### src/design/decimal_to_seven_segment_formatter_assert.svh
// Assertion macros for the decimal to seven-segment formatter, used by its output serialiser.
`ifndef DECIMAL_TO_SEVEN_SEGMENT_FORMATTER_ASSERT_SVH
`define DECIMAL_TO_SEVEN_SEGMENT_FORMATTER_ASSERT_SVH
`ifndef SYNTHESIS
// Checked property, disabled while reset is active.
`define DSF_ASSERT_RST(lbl, prop, msg) \
    lbl: assert property (@(posedge clk) disable iff (!rst_n) prop) else $error(msg);
// Checked property, evaluated at every clock edge, reset included.
`define DSF_ASSERT_ALWAYS(lbl, prop, msg) \
    lbl: assert property (@(posedge clk) prop) else $error(msg);
`else
`define DSF_ASSERT_RST(lbl, prop, msg)
`define DSF_ASSERT_ALWAYS(lbl, prop, msg)
`endif
`endif

### src/design/dsf_pkg.sv
// Types, constants and helper functions for the decimal to seven-segment formatter.
package dsf_pkg;

    localparam int BIN_W      = 20;
    localparam int NUM_DIGITS = 6;
    localparam int BCD_W      = 4 * NUM_DIGITS;
    localparam int DD_W       = BCD_W + BIN_W;
    localparam int STEPS_PER_STAGE = 5;

    // Shift register of the binary to BCD conversion: BCD digits above, binary below.
    typedef logic [DD_W-1:0] dsf_dd_t;

    // Fields that travel beside the conversion.
    typedef struct packed {
        logic                  ovf;
        logic [NUM_DIGITS-1:0] dots;
        logic                  show;
        logic [2:0]            cnt;
        logic [1:0]            pos;
    } dsf_side_t;

    // Smallest value that no longer fits on a display of the given size (1 to 6).
    function automatic logic [BIN_W-1:0] fit_limit(input logic [2:0] size);
        logic [BIN_W-1:0] lim;
        case (size)
            3'd1:    lim = 20'd10;
            3'd2:    lim = 20'd100;
            3'd3:    lim = 20'd1000;
            3'd4:    lim = 20'd10000;
            3'd5:    lim = 20'd100000;
            default: lim = 20'd1000000;
        endcase
        return lim;
    endfunction

    // Standard seven-segment font, segment A in bit 0.
    function automatic logic [6:0] seg_font(input logic [3:0] d);
        logic [6:0] code;
        case (d)
            4'd0:    code = 7'h3F;
            4'd1:    code = 7'h06;
            4'd2:    code = 7'h5B;
            4'd3:    code = 7'h4F;
            4'd4:    code = 7'h66;
            4'd5:    code = 7'h6D;
            4'd6:    code = 7'h7D;
            4'd7:    code = 7'h07;
            4'd8:    code = 7'h7F;
            4'd9:    code = 7'h6F;
            default: code = 7'h00;
        endcase
        return code;
    endfunction

    // One double-dabble step: correct every BCD digit, then shift left by one.
    function automatic dsf_dd_t dabble_step(input dsf_dd_t s);
        dsf_dd_t t;
        t = s;
        for (int j = 0; j < NUM_DIGITS; j++)
        begin
            if (t[BIN_W + 4*j +: 4] >= 4'd5)
            begin
                t[BIN_W + 4*j +: 4] = t[BIN_W + 4*j +: 4] + 4'd3;
            end
        end
        return {t[DD_W-2:0], 1'b0};
    endfunction

endpackage

### src/design/decimal_to_seven_segment_formatter.sv
// An accepted item moves in order through the pipelined front, four BCD stages,
// encode and serialiser registers. Results leave one per cycle unless m_tready is low;
// an item emitting n digits (1 to 6) holds the serialiser's single output port
// until they have left, and a new item can enter every cycle unless stalled.
// Reset (rst_n, asynchronous, active low) clears all valid bits and sets
// display_size to 4; no memory needs a clearing pass.
module decimal_to_seven_segment_formatter
    import dsf_pkg::*;
#(
    parameter int MAX_DIGITS = 6
)
(
    input  logic        clk,
    input  logic        rst_n,
    input  logic        cfg_valid,
    output logic        cfg_ready,
    input  logic [2:0]  cfg_data,      // display_size
    input  logic        s_tvalid,
    output logic        s_tready,
    input  logic [39:0] s_tdata,       // value[19:0], dot_mask[27:20], digit_count[30:28],
                                       // start_position[32:31], zero fill
    input  logic        s_tuser,       // show_leading_zeros
    output logic        m_tvalid,
    input  logic        m_tready,
    output logic [15:0] m_tdata,       // segments[7:0], digit_address[11:8], zero fill
    output logic        m_tlast,       // last
    output logic        m_tuser        // overflow
);

    localparam int NDAB = 4;

    logic [2:0]                 display_size_reg;
    logic [NDAB:0]              dab_valid;
    logic [NDAB:0]              dab_ready;
    dsf_dd_t                    dab_state [NDAB+1];
    dsf_side_t                  dab_side  [NDAB+1];
    logic                       enc_valid;
    logic                       enc_ready;
    logic [MAX_DIGITS-1:0][7:0] enc_codes;
    dsf_side_t                  enc_side;
    logic [7:0]                 segments;
    logic [3:0]                 digit_address;

    // Display size register.
    assign cfg_ready = 1'b1;

    always_ff @(posedge clk or negedge rst_n)
    begin
        if (!rst_n)
        begin
            display_size_reg <= 3'd4;
        end
        else if (cfg_valid && cfg_ready)
        begin
            display_size_reg <= cfg_data;
        end
    end

    // Entry stage.
    dsf_front #(
        .MAX_DIGITS (MAX_DIGITS)
    ) u_front (
        .clk                (clk),
        .rst_n              (rst_n),
        .display_size       (display_size_reg),
        .in_valid           (s_tvalid),
        .in_ready           (s_tready),
        .value              (s_tdata[19:0]),
        .dot_mask           (s_tdata[27:20]),
        .show_leading_zeros (s_tuser),
        .digit_count        (s_tdata[30:28]),
        .start_position     (s_tdata[32:31]),
        .out_valid          (dab_valid[0]),
        .out_ready          (dab_ready[0]),
        .out_state          (dab_state[0]),
        .out_side           (dab_side[0])
    );

    // Binary to BCD conversion stages.
    for (genvar g = 0; g < NDAB; g++)
    begin : g_dab
        dsf_dabble u_dabble (
            .clk       (clk),
            .rst_n     (rst_n),
            .in_valid  (dab_valid[g]),
            .in_ready  (dab_ready[g]),
            .in_state  (dab_state[g]),
            .in_side   (dab_side[g]),
            .out_valid (dab_valid[g+1]),
            .out_ready (dab_ready[g+1]),
            .out_state (dab_state[g+1]),
            .out_side  (dab_side[g+1])
        );
    end

    // Segment encoding stage.
    dsf_encode #(
        .MAX_DIGITS (MAX_DIGITS)
    ) u_encode (
        .clk       (clk),
        .rst_n     (rst_n),
        .in_valid  (dab_valid[NDAB]),
        .in_ready  (dab_ready[NDAB]),
        .in_state  (dab_state[NDAB]),
        .in_side   (dab_side[NDAB]),
        .out_valid (enc_valid),
        .out_ready (enc_ready),
        .out_codes (enc_codes),
        .out_side  (enc_side)
    );

    // Output serialiser.
    dsf_serial #(
        .MAX_DIGITS (MAX_DIGITS)
    ) u_serial (
        .clk          (clk),
        .rst_n        (rst_n),
        .in_valid     (enc_valid),
        .in_ready     (enc_ready),
        .in_codes     (enc_codes),
        .in_side      (enc_side),
        .out_valid    (m_tvalid),
        .out_ready    (m_tready),
        .out_segments (segments),
        .out_address  (digit_address),
        .out_last     (m_tlast),
        .out_overflow (m_tuser)
    );

    assign m_tdata = {4'h0, digit_address, segments};

endmodule

### src/design/dsf_front.sv
// Entry stage: display size clamp, saturation, count clamp and dot alignment.
module dsf_front
    import dsf_pkg::*;
#(
    parameter int MAX_DIGITS = 6
)
(
    input  logic             clk,
    input  logic             rst_n,
    input  logic [2:0]       display_size,
    input  logic             in_valid,
    output logic             in_ready,
    input  logic [BIN_W-1:0] value,
    input  logic [7:0]       dot_mask,
    input  logic             show_leading_zeros,
    input  logic [2:0]       digit_count,
    input  logic [1:0]       start_position,
    output logic             out_valid,
    input  logic             out_ready,
    output dsf_dd_t          out_state,
    output dsf_side_t        out_side
);

    logic             valid_reg;
    dsf_dd_t          state_reg;
    dsf_dd_t          state_next;
    dsf_side_t        side_reg;
    dsf_side_t        side_next;
    logic [2:0]       size_eff;
    logic [BIN_W-1:0] limit;
    logic [7:0]       dot_shift;

    // Effective display size and saturation of values that do not fit.
    always_comb
    begin
        size_eff = display_size;
        if (size_eff == 3'd0)
        begin
            size_eff = 3'd1;
        end
        if (size_eff > 3'(MAX_DIGITS))
        begin
            size_eff = 3'(MAX_DIGITS);
        end
        limit     = fit_limit(size_eff);
        dot_shift = dot_mask >> (4'd8 - {1'b0, size_eff});

        side_next.ovf  = (value >= limit);
        side_next.dots = dot_shift[NUM_DIGITS-1:0];
        side_next.show = show_leading_zeros;
        side_next.cnt  = (digit_count > size_eff) ? size_eff : digit_count;
        side_next.pos  = start_position;
        state_next     = {{BCD_W{1'b0}}, (side_next.ovf ? limit - 20'd1 : value)};
    end

    assign in_ready = !valid_reg || out_ready;

    // Stage valid bit.
    always_ff @(posedge clk or negedge rst_n)
    begin
        if (!rst_n)
        begin
            valid_reg <= 1'b0;
        end
        else if (in_ready)
        begin
            valid_reg <= in_valid;
        end
    end

    // Stage payload.
    always_ff @(posedge clk)
    begin
        if (in_ready && in_valid)
        begin
            state_reg <= state_next;
            side_reg  <= side_next;
        end
    end

    assign out_valid = valid_reg;
    assign out_state = state_reg;
    assign out_side  = side_reg;

endmodule

### src/design/dsf_dabble.sv
// One pipeline stage of the binary to BCD conversion, STEPS_PER_STAGE shift steps deep.
module dsf_dabble
    import dsf_pkg::*;
(
    input  logic      clk,
    input  logic      rst_n,
    input  logic      in_valid,
    output logic      in_ready,
    input  dsf_dd_t   in_state,
    input  dsf_side_t in_side,
    output logic      out_valid,
    input  logic      out_ready,
    output dsf_dd_t   out_state,
    output dsf_side_t out_side
);

    logic      valid_reg;
    dsf_dd_t   state_reg;
    dsf_dd_t   state_next;
    dsf_side_t side_reg;

    // Shift steps done by this stage.
    always_comb
    begin
        state_next = in_state;
        for (int s = 0; s < STEPS_PER_STAGE; s++)
        begin
            state_next = dabble_step(state_next);
        end
    end

    assign in_ready = !valid_reg || out_ready;

    // Stage valid bit.
    always_ff @(posedge clk or negedge rst_n)
    begin
        if (!rst_n)
        begin
            valid_reg <= 1'b0;
        end
        else if (in_ready)
        begin
            valid_reg <= in_valid;
        end
    end

    // Stage payload.
    always_ff @(posedge clk)
    begin
        if (in_ready && in_valid)
        begin
            state_reg <= state_next;
            side_reg  <= in_side;
        end
    end

    assign out_valid = valid_reg;
    assign out_state = state_reg;
    assign out_side  = side_reg;

endmodule

### src/design/dsf_encode.sv
// Segment encoding stage: font lookup, leading-zero blanking and dots.
module dsf_encode
    import dsf_pkg::*;
#(
    parameter int MAX_DIGITS = 6
)
(
    input  logic                          clk,
    input  logic                          rst_n,
    input  logic                          in_valid,
    output logic                          in_ready,
    input  dsf_dd_t                       in_state,
    input  dsf_side_t                     in_side,
    output logic                          out_valid,
    input  logic                          out_ready,
    output logic [MAX_DIGITS-1:0][7:0]    out_codes,
    output dsf_side_t                     out_side
);

    logic                       valid_reg;
    logic [MAX_DIGITS-1:0][7:0] codes_reg;
    logic [MAX_DIGITS-1:0][7:0] codes_next;
    dsf_side_t                  side_reg;
    logic [NUM_DIGITS-1:0]      zero_above;
    logic [BCD_W-1:0]           bcd;

    // Digit j counts from the right; when show is clear, a zero digit is blanked
    // when all digits above it are zero too, unless it is the rightmost one.
    always_comb
    begin
        bcd = in_state[DD_W-1:BIN_W];
        zero_above[NUM_DIGITS-1] = (bcd[4*(NUM_DIGITS-1) +: 4] == 4'd0);
        for (int j = NUM_DIGITS - 2; j >= 0; j--)
        begin
            zero_above[j] = zero_above[j+1] && (bcd[4*j +: 4] == 4'd0);
        end
        for (int j = 0; j < MAX_DIGITS; j++)
        begin
            if (!in_side.show && (j != 0) && zero_above[j])
            begin
                codes_next[j][6:0] = 7'h00;
            end
            else
            begin
                codes_next[j][6:0] = seg_font(bcd[4*j +: 4]);
            end
            codes_next[j][7] = in_side.dots[j];
        end
    end

    assign in_ready = !valid_reg || out_ready;

    // Stage valid bit.
    always_ff @(posedge clk or negedge rst_n)
    begin
        if (!rst_n)
        begin
            valid_reg <= 1'b0;
        end
        else if (in_ready)
        begin
            valid_reg <= in_valid;
        end
    end

    // Stage payload.
    always_ff @(posedge clk)
    begin
        if (in_ready && in_valid)
        begin
            codes_reg <= codes_next;
            side_reg  <= in_side;
        end
    end

    assign out_valid = valid_reg;
    assign out_codes = codes_reg;
    assign out_side  = side_reg;

endmodule

### src/design/dsf_serial.sv
// Output serialiser: emits the selected digits of one item, one per cycle while out_ready is high.
`include "decimal_to_seven_segment_formatter_assert.svh"
module dsf_serial
    import dsf_pkg::*;
#(
    parameter int MAX_DIGITS = 6
)
(
    input  logic                       clk,
    input  logic                       rst_n,
    input  logic                       in_valid,
    output logic                       in_ready,
    input  logic [MAX_DIGITS-1:0][7:0] in_codes,
    input  dsf_side_t                  in_side,
    output logic                       out_valid,
    input  logic                       out_ready,
    output logic [7:0]                 out_segments,
    output logic [3:0]                 out_address,
    output logic                       out_last,
    output logic                       out_overflow
);

    localparam int IW = (MAX_DIGITS > 1) ? $clog2(MAX_DIGITS) : 1;

    logic                       busy_reg;
    logic [MAX_DIGITS-1:0][7:0] codes_reg;
    logic [IW-1:0]              rem_reg;
    logic [3:0]                 addr_reg;
    logic                       ovf_reg;
    logic                       out_fire;
    logic                       load;

    // A new item is taken when idle or while the final digit is taken.
    assign out_fire = busy_reg && out_ready;
    assign in_ready = !busy_reg || (out_ready && (rem_reg == '0));
    assign load     = in_valid && in_ready;

    // Busy flag; an item that selects no digit is dropped on entry.
    always_ff @(posedge clk or negedge rst_n)
    begin
        if (!rst_n)
        begin
            busy_reg <= 1'b0;
        end
        else if (load)
        begin
            busy_reg <= (in_side.cnt != 3'd0);
        end
        else if (out_fire && (rem_reg == '0))
        begin
            busy_reg <= 1'b0;
        end
    end

    // Digit store, remaining count and address counter.
    always_ff @(posedge clk)
    begin
        if (load)
        begin
            codes_reg <= in_codes;
            rem_reg   <= IW'(in_side.cnt - 3'd1);
            addr_reg  <= {2'b00, in_side.pos};
            ovf_reg   <= in_side.ovf;
        end
        else if (out_fire)
        begin
            rem_reg  <= rem_reg - IW'(1);
            addr_reg <= addr_reg + 4'd1;
        end
    end

    assign out_valid    = busy_reg;
    assign out_segments = codes_reg[rem_reg];
    assign out_address  = addr_reg;
    assign out_last     = (rem_reg == '0);
    assign out_overflow = ovf_reg;

    `DSF_ASSERT_RST(a_last_frees_input, (out_fire && out_last) |-> in_ready, "input not ready after final digit")
    `DSF_ASSERT_RST(a_addr_steps, (out_fire && !out_last) |=> (addr_reg == 4'($past(addr_reg) + 4'd1)), "digit address did not advance")
    `DSF_ASSERT_RST(a_rem_in_range, busy_reg |-> (rem_reg <= IW'(MAX_DIGITS - 1)), "remaining digit count out of range")
    `DSF_ASSERT_ALWAYS(a_reset_idle, !rst_n |=> !out_valid, "result offered during reset")

endmodule
### config.mk
export PLATFORM = sky130hd
export DESIGN_NAME = decimal_to_seven_segment_formatter
export DESIGN_NICKNAME = d
export VERILOG_FILES = /design/src/design/dsf_pkg.sv /design/src/design/decimal_to_seven_segment_formatter.sv /design/src/design/dsf_front.sv /design/src/design/dsf_dabble.sv /design/src/design/dsf_encode.sv /design/src/design/dsf_serial.sv
export VERILOG_INCLUDE_DIRS = /design/src /design/src/design
export SDC_FILE = /design/constraint.sdc
export NUM_CORES = 1
export LEC_CHECK = 0
export ABC_AREA = 1
export BUFFER_PORTS_ARGS = -buffer_cell sky130_fd_sc_hd__buf_2
export CORE_MARGIN = 1.5
export CORE_UTILIZATION = 25
export DETAILED_ROUTE_END_ITERATION = 16
export PLACE_DENSITY = 0.39
export SETUP_SLACK_MARGIN = 0.3
export SYNTH_ARGS = -nofsm -noshare
export SYNTH_HDL_FRONTEND = slang
export SYNTH_SLANG_ARGS = --single-unit
### constraint.sdc
create_clock -name clk -period 4.4 [get_ports clk]
set_input_delay 0.44 -clock clk [delete_from_list [all_inputs] [get_ports clk]]
set_output_delay 0.44 -clock clk [all_outputs]
set_load 0.1 [all_outputs]
==> reports/results.tsv, run 1 <==
stage	metric	value	unit
routing	highest_layer	met4	
logic_synthesis	yosys_warnings	0	
routing	wl_met1	16.3	mm
global_routing	grt_max_degree	55	
final_layout	drive_gt1_share	15.1	%
clocking	worstSkewPairLatency	0.53	ns
setup_path	path_class	register to register	
clocking	cts_tree	yes	
logic_synthesis	ys_ff_latch	297	
sta	fin_worst_skew	0.0110	ns
logic_synthesis	ys_seq_area_share	49.7	%
global_routing	antenna_found_initial	0	
clocking	htreeDepth	2	
clocking	cts.sinks	297	
die	start_util	25.3	%
final_layout	largest_reg_flops	92	
sta	whs	0.0880	ns
routing	num_vias	12500	
setup_path	startpoint_type	register	
routing	wl_met2	16.2	mm
setup_path	cp-startpoint	g_dab[2].u_dabble.out_state[36]	
sta	fin_setup_tns	0	ns
global_routing	grt_pass1_vias	12100	
clocking	cts_max_path_buffers	3	
final_layout	diodes	0	
place	hpwl	25.9	mm
logic_synthesis	synth-edff-count	285	
clocking	cts_buffers	35	
sta	hold_viol	0	
sta	period_share	86.3	%
setup_path	worstPathMaxFanout	5	
final_layout	nNetsFinal	2250	
place	gp_congestion	0.788	
routing	avgRoutedWirePerCell	11.2	um
sta	slew_violations	0	
die	die_h	270	um
logic_synthesis	synthTopCellsByArea	edfxtp_1 (48%), nand2_1 (11%), ha_1 (8.3%)	
logic_synthesis	async_flop_share	3.37	%
die	die_w	270	um
routing	vias_per_cell	4.09	
hold_path	min_path_type	primary input to register	
sta	setup_viol	0	
run	cap_violations	0	
logic_synthesis	synth_area	17800	um^2
place	port_buffers	57	
final_layout	area_delta_synth_final	16.2	%
die	ios	70	
logic_synthesis	syn_area_per_cell	8.99	um^2
routing	drc	0	
routing	drtIter0Drc	466	
sta	fmax	0.263	GHz
die	dieArea	72800	um^2
logic_synthesis	ys.flop_type	edfxtp_1	
setup_path	cp.required	4.67	ns
routing	dr_wl_met3	1.15	mm
setup_path	cp-end-kind	register	
sta	rsz0062_at_grt	false	
global_routing	grt_usage	9.37	%
setup_path	cp.arrival	4.07	ns
logic_synthesis	synth_top_area_share	48.1	%
routing	first_pass_iters	4	
logic_synthesis	syn_inst	1980	
global_routing	grt_pass1_wl	57.3	mm
logic_synthesis	synth_area_leader_cell	edfxtp_1	
routing	routed_wl	34.3	mm
sta	relSlewSlack	28.7	%
die	core_area	70300	um^2
routing	ant_nets	0	
clocking	clk_pin_slew	0.06	ns
clocking	ctsRootBufferMaster	clkbuf_16	
sta	max_slew.worst_pin.slew	1.07	ns
sta	fin_crit	3.80	ns
die	rows	97	
run_status	status	complete, no violations	
hold_path	hp-start	s_tdata[32]	
global_routing	grt_overflow	0	
setup_path	rr_startpoint	g_dab[2].u_dabble.out_state[36]	
logic_synthesis	synth_cell_types	54	
==> what timing repair did <==
action,4_1_cts,5_1_grt
resized for setup,0,22
buffers inserted,0,10
hold endpoints to repair,9,0
hold buffers,1,0
setup endpoints to repair,0,24
==> through the flow <==
step / std cells / util (%) / worst slack, ns / cell area (um^2)
after floorplan: 1983 / - / 0.412 / 17800
after global placement: 2975 / 27.5 / 0.496 / 19300
after detailed placement: 2975 / 27.5 / 0.355 / 19300
after CTS: 3038 / 29.2 / 0.346 / 20500
after global routing: 3048 / 29.4 / 0.260 / 20700
final: 3048 / 29.4 / 0.601 / 20700
==> path summary, 6_finish.rpt <==
kind,end,slack (ns),cells after the start
min reg2reg,g_dab[2].u_dabble.out_state[16],0.41,0
min in group asynchronous,u_serial.out_valid,0.32,2
max reg2reg,g_dab[3].u_dabble.out_state[41],0.60,27
min,u_front.out_side[1],0.09,1
max,g_dab[3].u_dabble.out_state[41],0.60,27
max in group asynchronous,display_size_reg[2],3.79,2
==> area by class of cell <==
class	count	area, um^2
clock buffer	44	952
timing repair buffer	82	488
tap	940	1180
multi-input combinational	1343	7770
clock inverter	18	223
sequential	297	8850
inverter	324	1220
fill	7338	49600
==> per-layer routing <==
metal  track usage (%)  vias up
met5                 0        -
met4              2.53        0
met3              2.19       43
met2              16.2       97
met1              11.6     5565
li1                  -     6747
==> synthesized netlist by cell type (all sizes together), types with 13 or more instances <==
library cell  number
clkbuf            13
o21ai            155
a21oi             41
nand2            603
nand3            167
nor2             105
ha               118
xor2              31
inv              323
nand4             35
edfxtp           285
o22ai             13
==> cell families (layout without fill, tap and decap cells) <==
kind of cell | after synthesis | count (layout) | share of synthesized area (%)
adders and majority gates | 118 | 118 | 8.30
xor gates and xnor gates | 40 | 40 | 2.41
and+or+nand+nor | 935 | 935 | 24.3
buffers and inverters | 343 | 468 | 7.34
muxes | 4 | 4 | 0.225
AOI/OAI and AO/OA | 241 | 241 | 7.67
DFF | 297 | 297 | 49.7
other | 2 | 5 | 0.0422
==> placed cells by master (no fill, tap or decap), types with 14 or more instances in the layout <==
cell type | synthesis | layout
a21oi_1 | 40 | 38
buf_2 | 0 | 57
buf_4 | 5 | 23
clkbuf_16 | 0 | 37
edfxtp_1 | 285 | 285
ha_1 | 118 | 118
inv_1 | 312 | 310
nand2_1 | 514 | 512
nand2_2 | 78 | 80
nand3_1 | 137 | 136
nand3_2 | 29 | 30
nand4_1 | 35 | 35
nor2_1 | 104 | 98
o21ai_0 | 132 | 129
o21ai_2 | 11 | 14
xor2_1 | 26 | 24
==> critical path, stage by stage (launching register included) <==
cell      delay, ns
edfxtp_1       0.38
inv_1          0.07
ha_1           0.19
inv_1          0.06
ha_1           0.17
inv_1          0.05
nand2_1        0.12
inv_2          0.07
nand2_1        0.07
nand2_2        0.07
ha_1           0.19
nand2_1        0.10
nand3_1        0.12
nand2_1        0.11
and2_4         0.17
nand4_1        0.11
nand2_2        0.12
ha_1           0.15
inv_1          0.04
ha_1           0.16
inv_1          0.06
o21ai_2        0.08
or2_2          0.33
o21ai_2        0.08
inv_1          0.08
o21ai_1        0.17
a31oi_2        0.07
xor2_1         0.16
Power of run 1 is not shown: default switching activity piles up to over one toggle a cycle in this logic, so the estimate is an artifact.
==> run 2, diff against run 1 <==
ABC_AREA = unset   (was 1)
==> run 2 against run 1 <==
Synthesized cell count decreased by 11%. Largest cell class is now multi-input combinational cells. Cell count decreased by 4.4%. Highest routed layer unchanged. Critical path depth down 9. Critical endpoint is now g_dab[3].u_dabble.out_state[39]. Final area up 9.2%. Sequential cell count did not move. Worst hold slack got worse by 0.016 ns.
==> reports/results.tsv, run 2 <==
stage	metric	value	unit
clocking	cts_max_path_buffers	3	
place	hpwl	27.6	mm
logic_synthesis	synth_top_area_share	46.5	%
routing	routed_wl	38.4	mm
logic_synthesis	ys.flop_type	edfxtp_1	
global_routing	grtUsageMet2	17.2	%
setup_path	path_class	register to register	
sta	fin_setup_tns	0	ns
final_layout	most-common-layout-cells	edfxtp_1 (285), nor2_1 (151), nand2_1 (137)	
clocking	cts_tree	yes	
die	core_area	73000	um^2
sta	max_slew.worst_pin.slew	0.779	ns
routing	vias_per_cell	4.57	
routing	drc	0	
global_routing	use_met1	12.5	%
global_routing	grt_busiest_layer	met2	
place	placed_cell_area	20200	um^2
logic_synthesis	syn_inst	1758	
sta	hold_viol	0	
logic_synthesis	yosys_warnings	0	
place	port_buffers	57	
setup_path	cp_common_cell	ha_4	
final_layout	layout_commonest_cell	edfxtp_1	
sta	relSlewSlack	48.1	%
sta	slew_violations	0	
sta	fin_worst_skew	0.0205	ns
routing	avgRoutedWirePerCell	13.2	um
final_layout	diodes	0	
global_routing	met3_usage	1.73	%
sta	fin_crit	4.14	ns
clocking	worstSkewPairLatency	0.54	ns
die	rows	99	
sta	period_share	94.1	%
routing	first_pass_iters	5	
clocking	htreeDepth	2	
run	cap_violations	0	
global_routing	grt_max_degree	55	
logic_synthesis	synth.cells.most_frequent	edfxtp_1 (285), nor2_1 (157), nand2_1 (140)	
die	ios	70	
final_layout	largest_reg_flops	92	
routing	drtIter0Drc	667	
logic_synthesis	ys_ff_latch	297	
routing	ant_nets	0	
die	dieArea	75200	um^2
sta	fmax	0.242	GHz
die	die_h	274	um
global_routing	grt_usage	9.87	%
sta	whs	0.0719	ns
place	gp_congestion	0.767	
sta	rsz0062_at_grt	true	
run_status	status	complete, no violations	
logic_synthesis	synth-edff-count	285	
clocking	cts_buffers	35	
power	ir_drop	0.568	mV
final_layout	area_delta_synth_final	22.8	%
power	powerDensity	764	nW/um^2
routing	num_vias	13300	
logic_synthesis	async_flop_share	3.37	%
final_layout	nNetsFinal	2098	
final_layout	drive_gt1_share	24.3	%
logic_synthesis	synth_cell_types	104	
setup_path	cp-end-kind	register	
final_layout	fin_area	22600	um^2
clocking	clk_pin_slew	0.06	ns
sta	setup_viol	0	
global_routing	grt_pass1_vias	12900	
hold_path	min_path_type	primary input to register	
logic_synthesis	syn_area_per_cell	10.5	um^2
setup_path	cp.arrival	4.41	ns
logic_synthesis	ys_seq_area_share	48.1	%
logic_synthesis	yosysMostFrequentCell	edfxtp_1	
die	die_w	274	um
clocking	cts.sinks	297	
logic_synthesis	synth_area_leader_cell	edfxtp_1	
setup_path	crit_slowest_cell	a2111o_1	
global_routing	grt_pass1_wl	62.0	mm
clocking	ctsRootBufferMaster	clkbuf_16	
global_routing	antenna_found_initial	0	
logic_synthesis	synth_area	18400	um^2
logic_synthesis	synthTopCellsByArea	edfxtp_1 (47%), ha_1 (8.0%), a21oi_1 (3.5%)	
die	start_util	25.2	%
setup_path	cp.required	4.67	ns
global_routing	grt_overflow	0	
setup_path	startpoint_type	register	
power	power_leakage	0.00850	uW
setup_path	worstPathMaxFanout	6	
setup_path	crit_path_max_incr_delay	0.50	ns
setup_path	path_cells	inv_2 > ha_4 > nor2b_2 > or3_4 > nand2_4 > ha_4 > o21bai_4 > a21oi_2 > o21a_1 > ha_2 > or4_4 > o211ai_2 > a31oi_4 > and3_4 > a2111o_1 > maj3_2 > a32oi_1 > a21oi_1	
==> run 2: changes by cell type after synthesis, sizes merged, moves of 24 or more <==
cell / change
mux2: +28
a21oi: +89
inv: -212
nand2: -462
nand3: -138
xnor2: +40
o22ai: +24
nor3: +27
a211oi: +24
nand4: -34
nor2: +52
clkbuf: +35
nand2b: +40
mux2i: +47
==> run 2: kinds of logic after synthesis <==
| group | after synthesis | synth area share (%) |
|---|---|---|
| flip-flops | 297 | 48.1 |
| buffers and inverters | 172 | 3.71 |
| other | 2 | 0.0408 |
| adder cells (fa/ha/maj) | 121 | 8.19 |
| multiplexers | 87 | 5.56 |
| AO/OA/AOI/OAI | 510 | 18.2 |
| AND/OR/NAND/NOR | 509 | 13.4 |
| XOR/XNOR | 60 | 2.86 |
==> run 2: final timing paths <==
kind | slack (ns) | start | endpoint | depth (start not counted)
worst min-delay path | 0.07 | s_tuser | u_front.out_side[5] | 1
min in group asynchronous | 0.33 | rst_n | g_dab[2].u_dabble.out_valid | 2
worst max-delay path | 0.26 | g_dab[2].u_dabble.out_state[29] | g_dab[3].u_dabble.out_state[39] | 18
worst max register to register | 0.26 | g_dab[2].u_dabble.out_state[29] | g_dab[3].u_dabble.out_state[39] | 18
max in group asynchronous | 3.79 | rst_n | display_size_reg[2] | 2
worst min register to register | 0.41 | u_encode.out_codes[40] | u_serial.codes_reg[40] | 0
==> run 2: report_power, final <==
group	total (uW)	internal (uW)	switching, uW
Combinational	10100	4550	5550
Clock	2880	1690	1190
Sequential	4270	3950	321
Total	17300	10200	7060
==> run 2: layout make-up <==
cell class / count / area [um^2]
Fill cell: 7465 / 50400
Multi-Input combinational cell: 1292 / 9670
Sequential cell: 297 / 8850
Timing Repair Buffer: 191 / 1300
Tap cell: 959 / 1200
Clock buffer: 40 / 916
Inverter: 114 / 430
Clock inverter: 22 / 219
==> run 2: critical path: cells and delay by family, from the launching register on <==
| family | cells | cell delay (ns) |
|---|---|---|
| adder cells (fa/ha/maj) | 4 | 0.82 |
| flip-flops | 1 | 0.36 |
| AO/OA/AOI/OAI | 8 | 1.36 |
| AND/OR/NAND/NOR | 5 | 1.24 |
| buffers and inverters | 1 | 0.08 |
==> run 2: timing repair <==
item	4_1_cts	5_1_grt
setup endpoints to repair	40	58
hold buffers	1	0
resized for setup	41	127
pin swaps	23	44
setup buffers	35	40
endpoints found under the hold margin	9	0
==> run 2: per-stage QoR <==
stage	total power, uW	util (%)	cells	setup WS [ns]
global route	18700	31.0	2915	0.132
CTS	16400	29.9	2875	0.231
finish	17300	31.0	2915	0.260
detailed placement	12900	27.7	2777	0.0419
global placement	12800	27.7	2777	0.127
floorplan	11100	-	1761	0.248
==> run 2: metal layers <==
layer / part of all wire [%] / vias to the layer above
met4: 1.6 / 0
met5: 0 / -
met3: 2.8 / 48
met1: 47 / 6271
met2: 49 / 148
li1: - / 6859
Power figures use the tool's default switching activity.
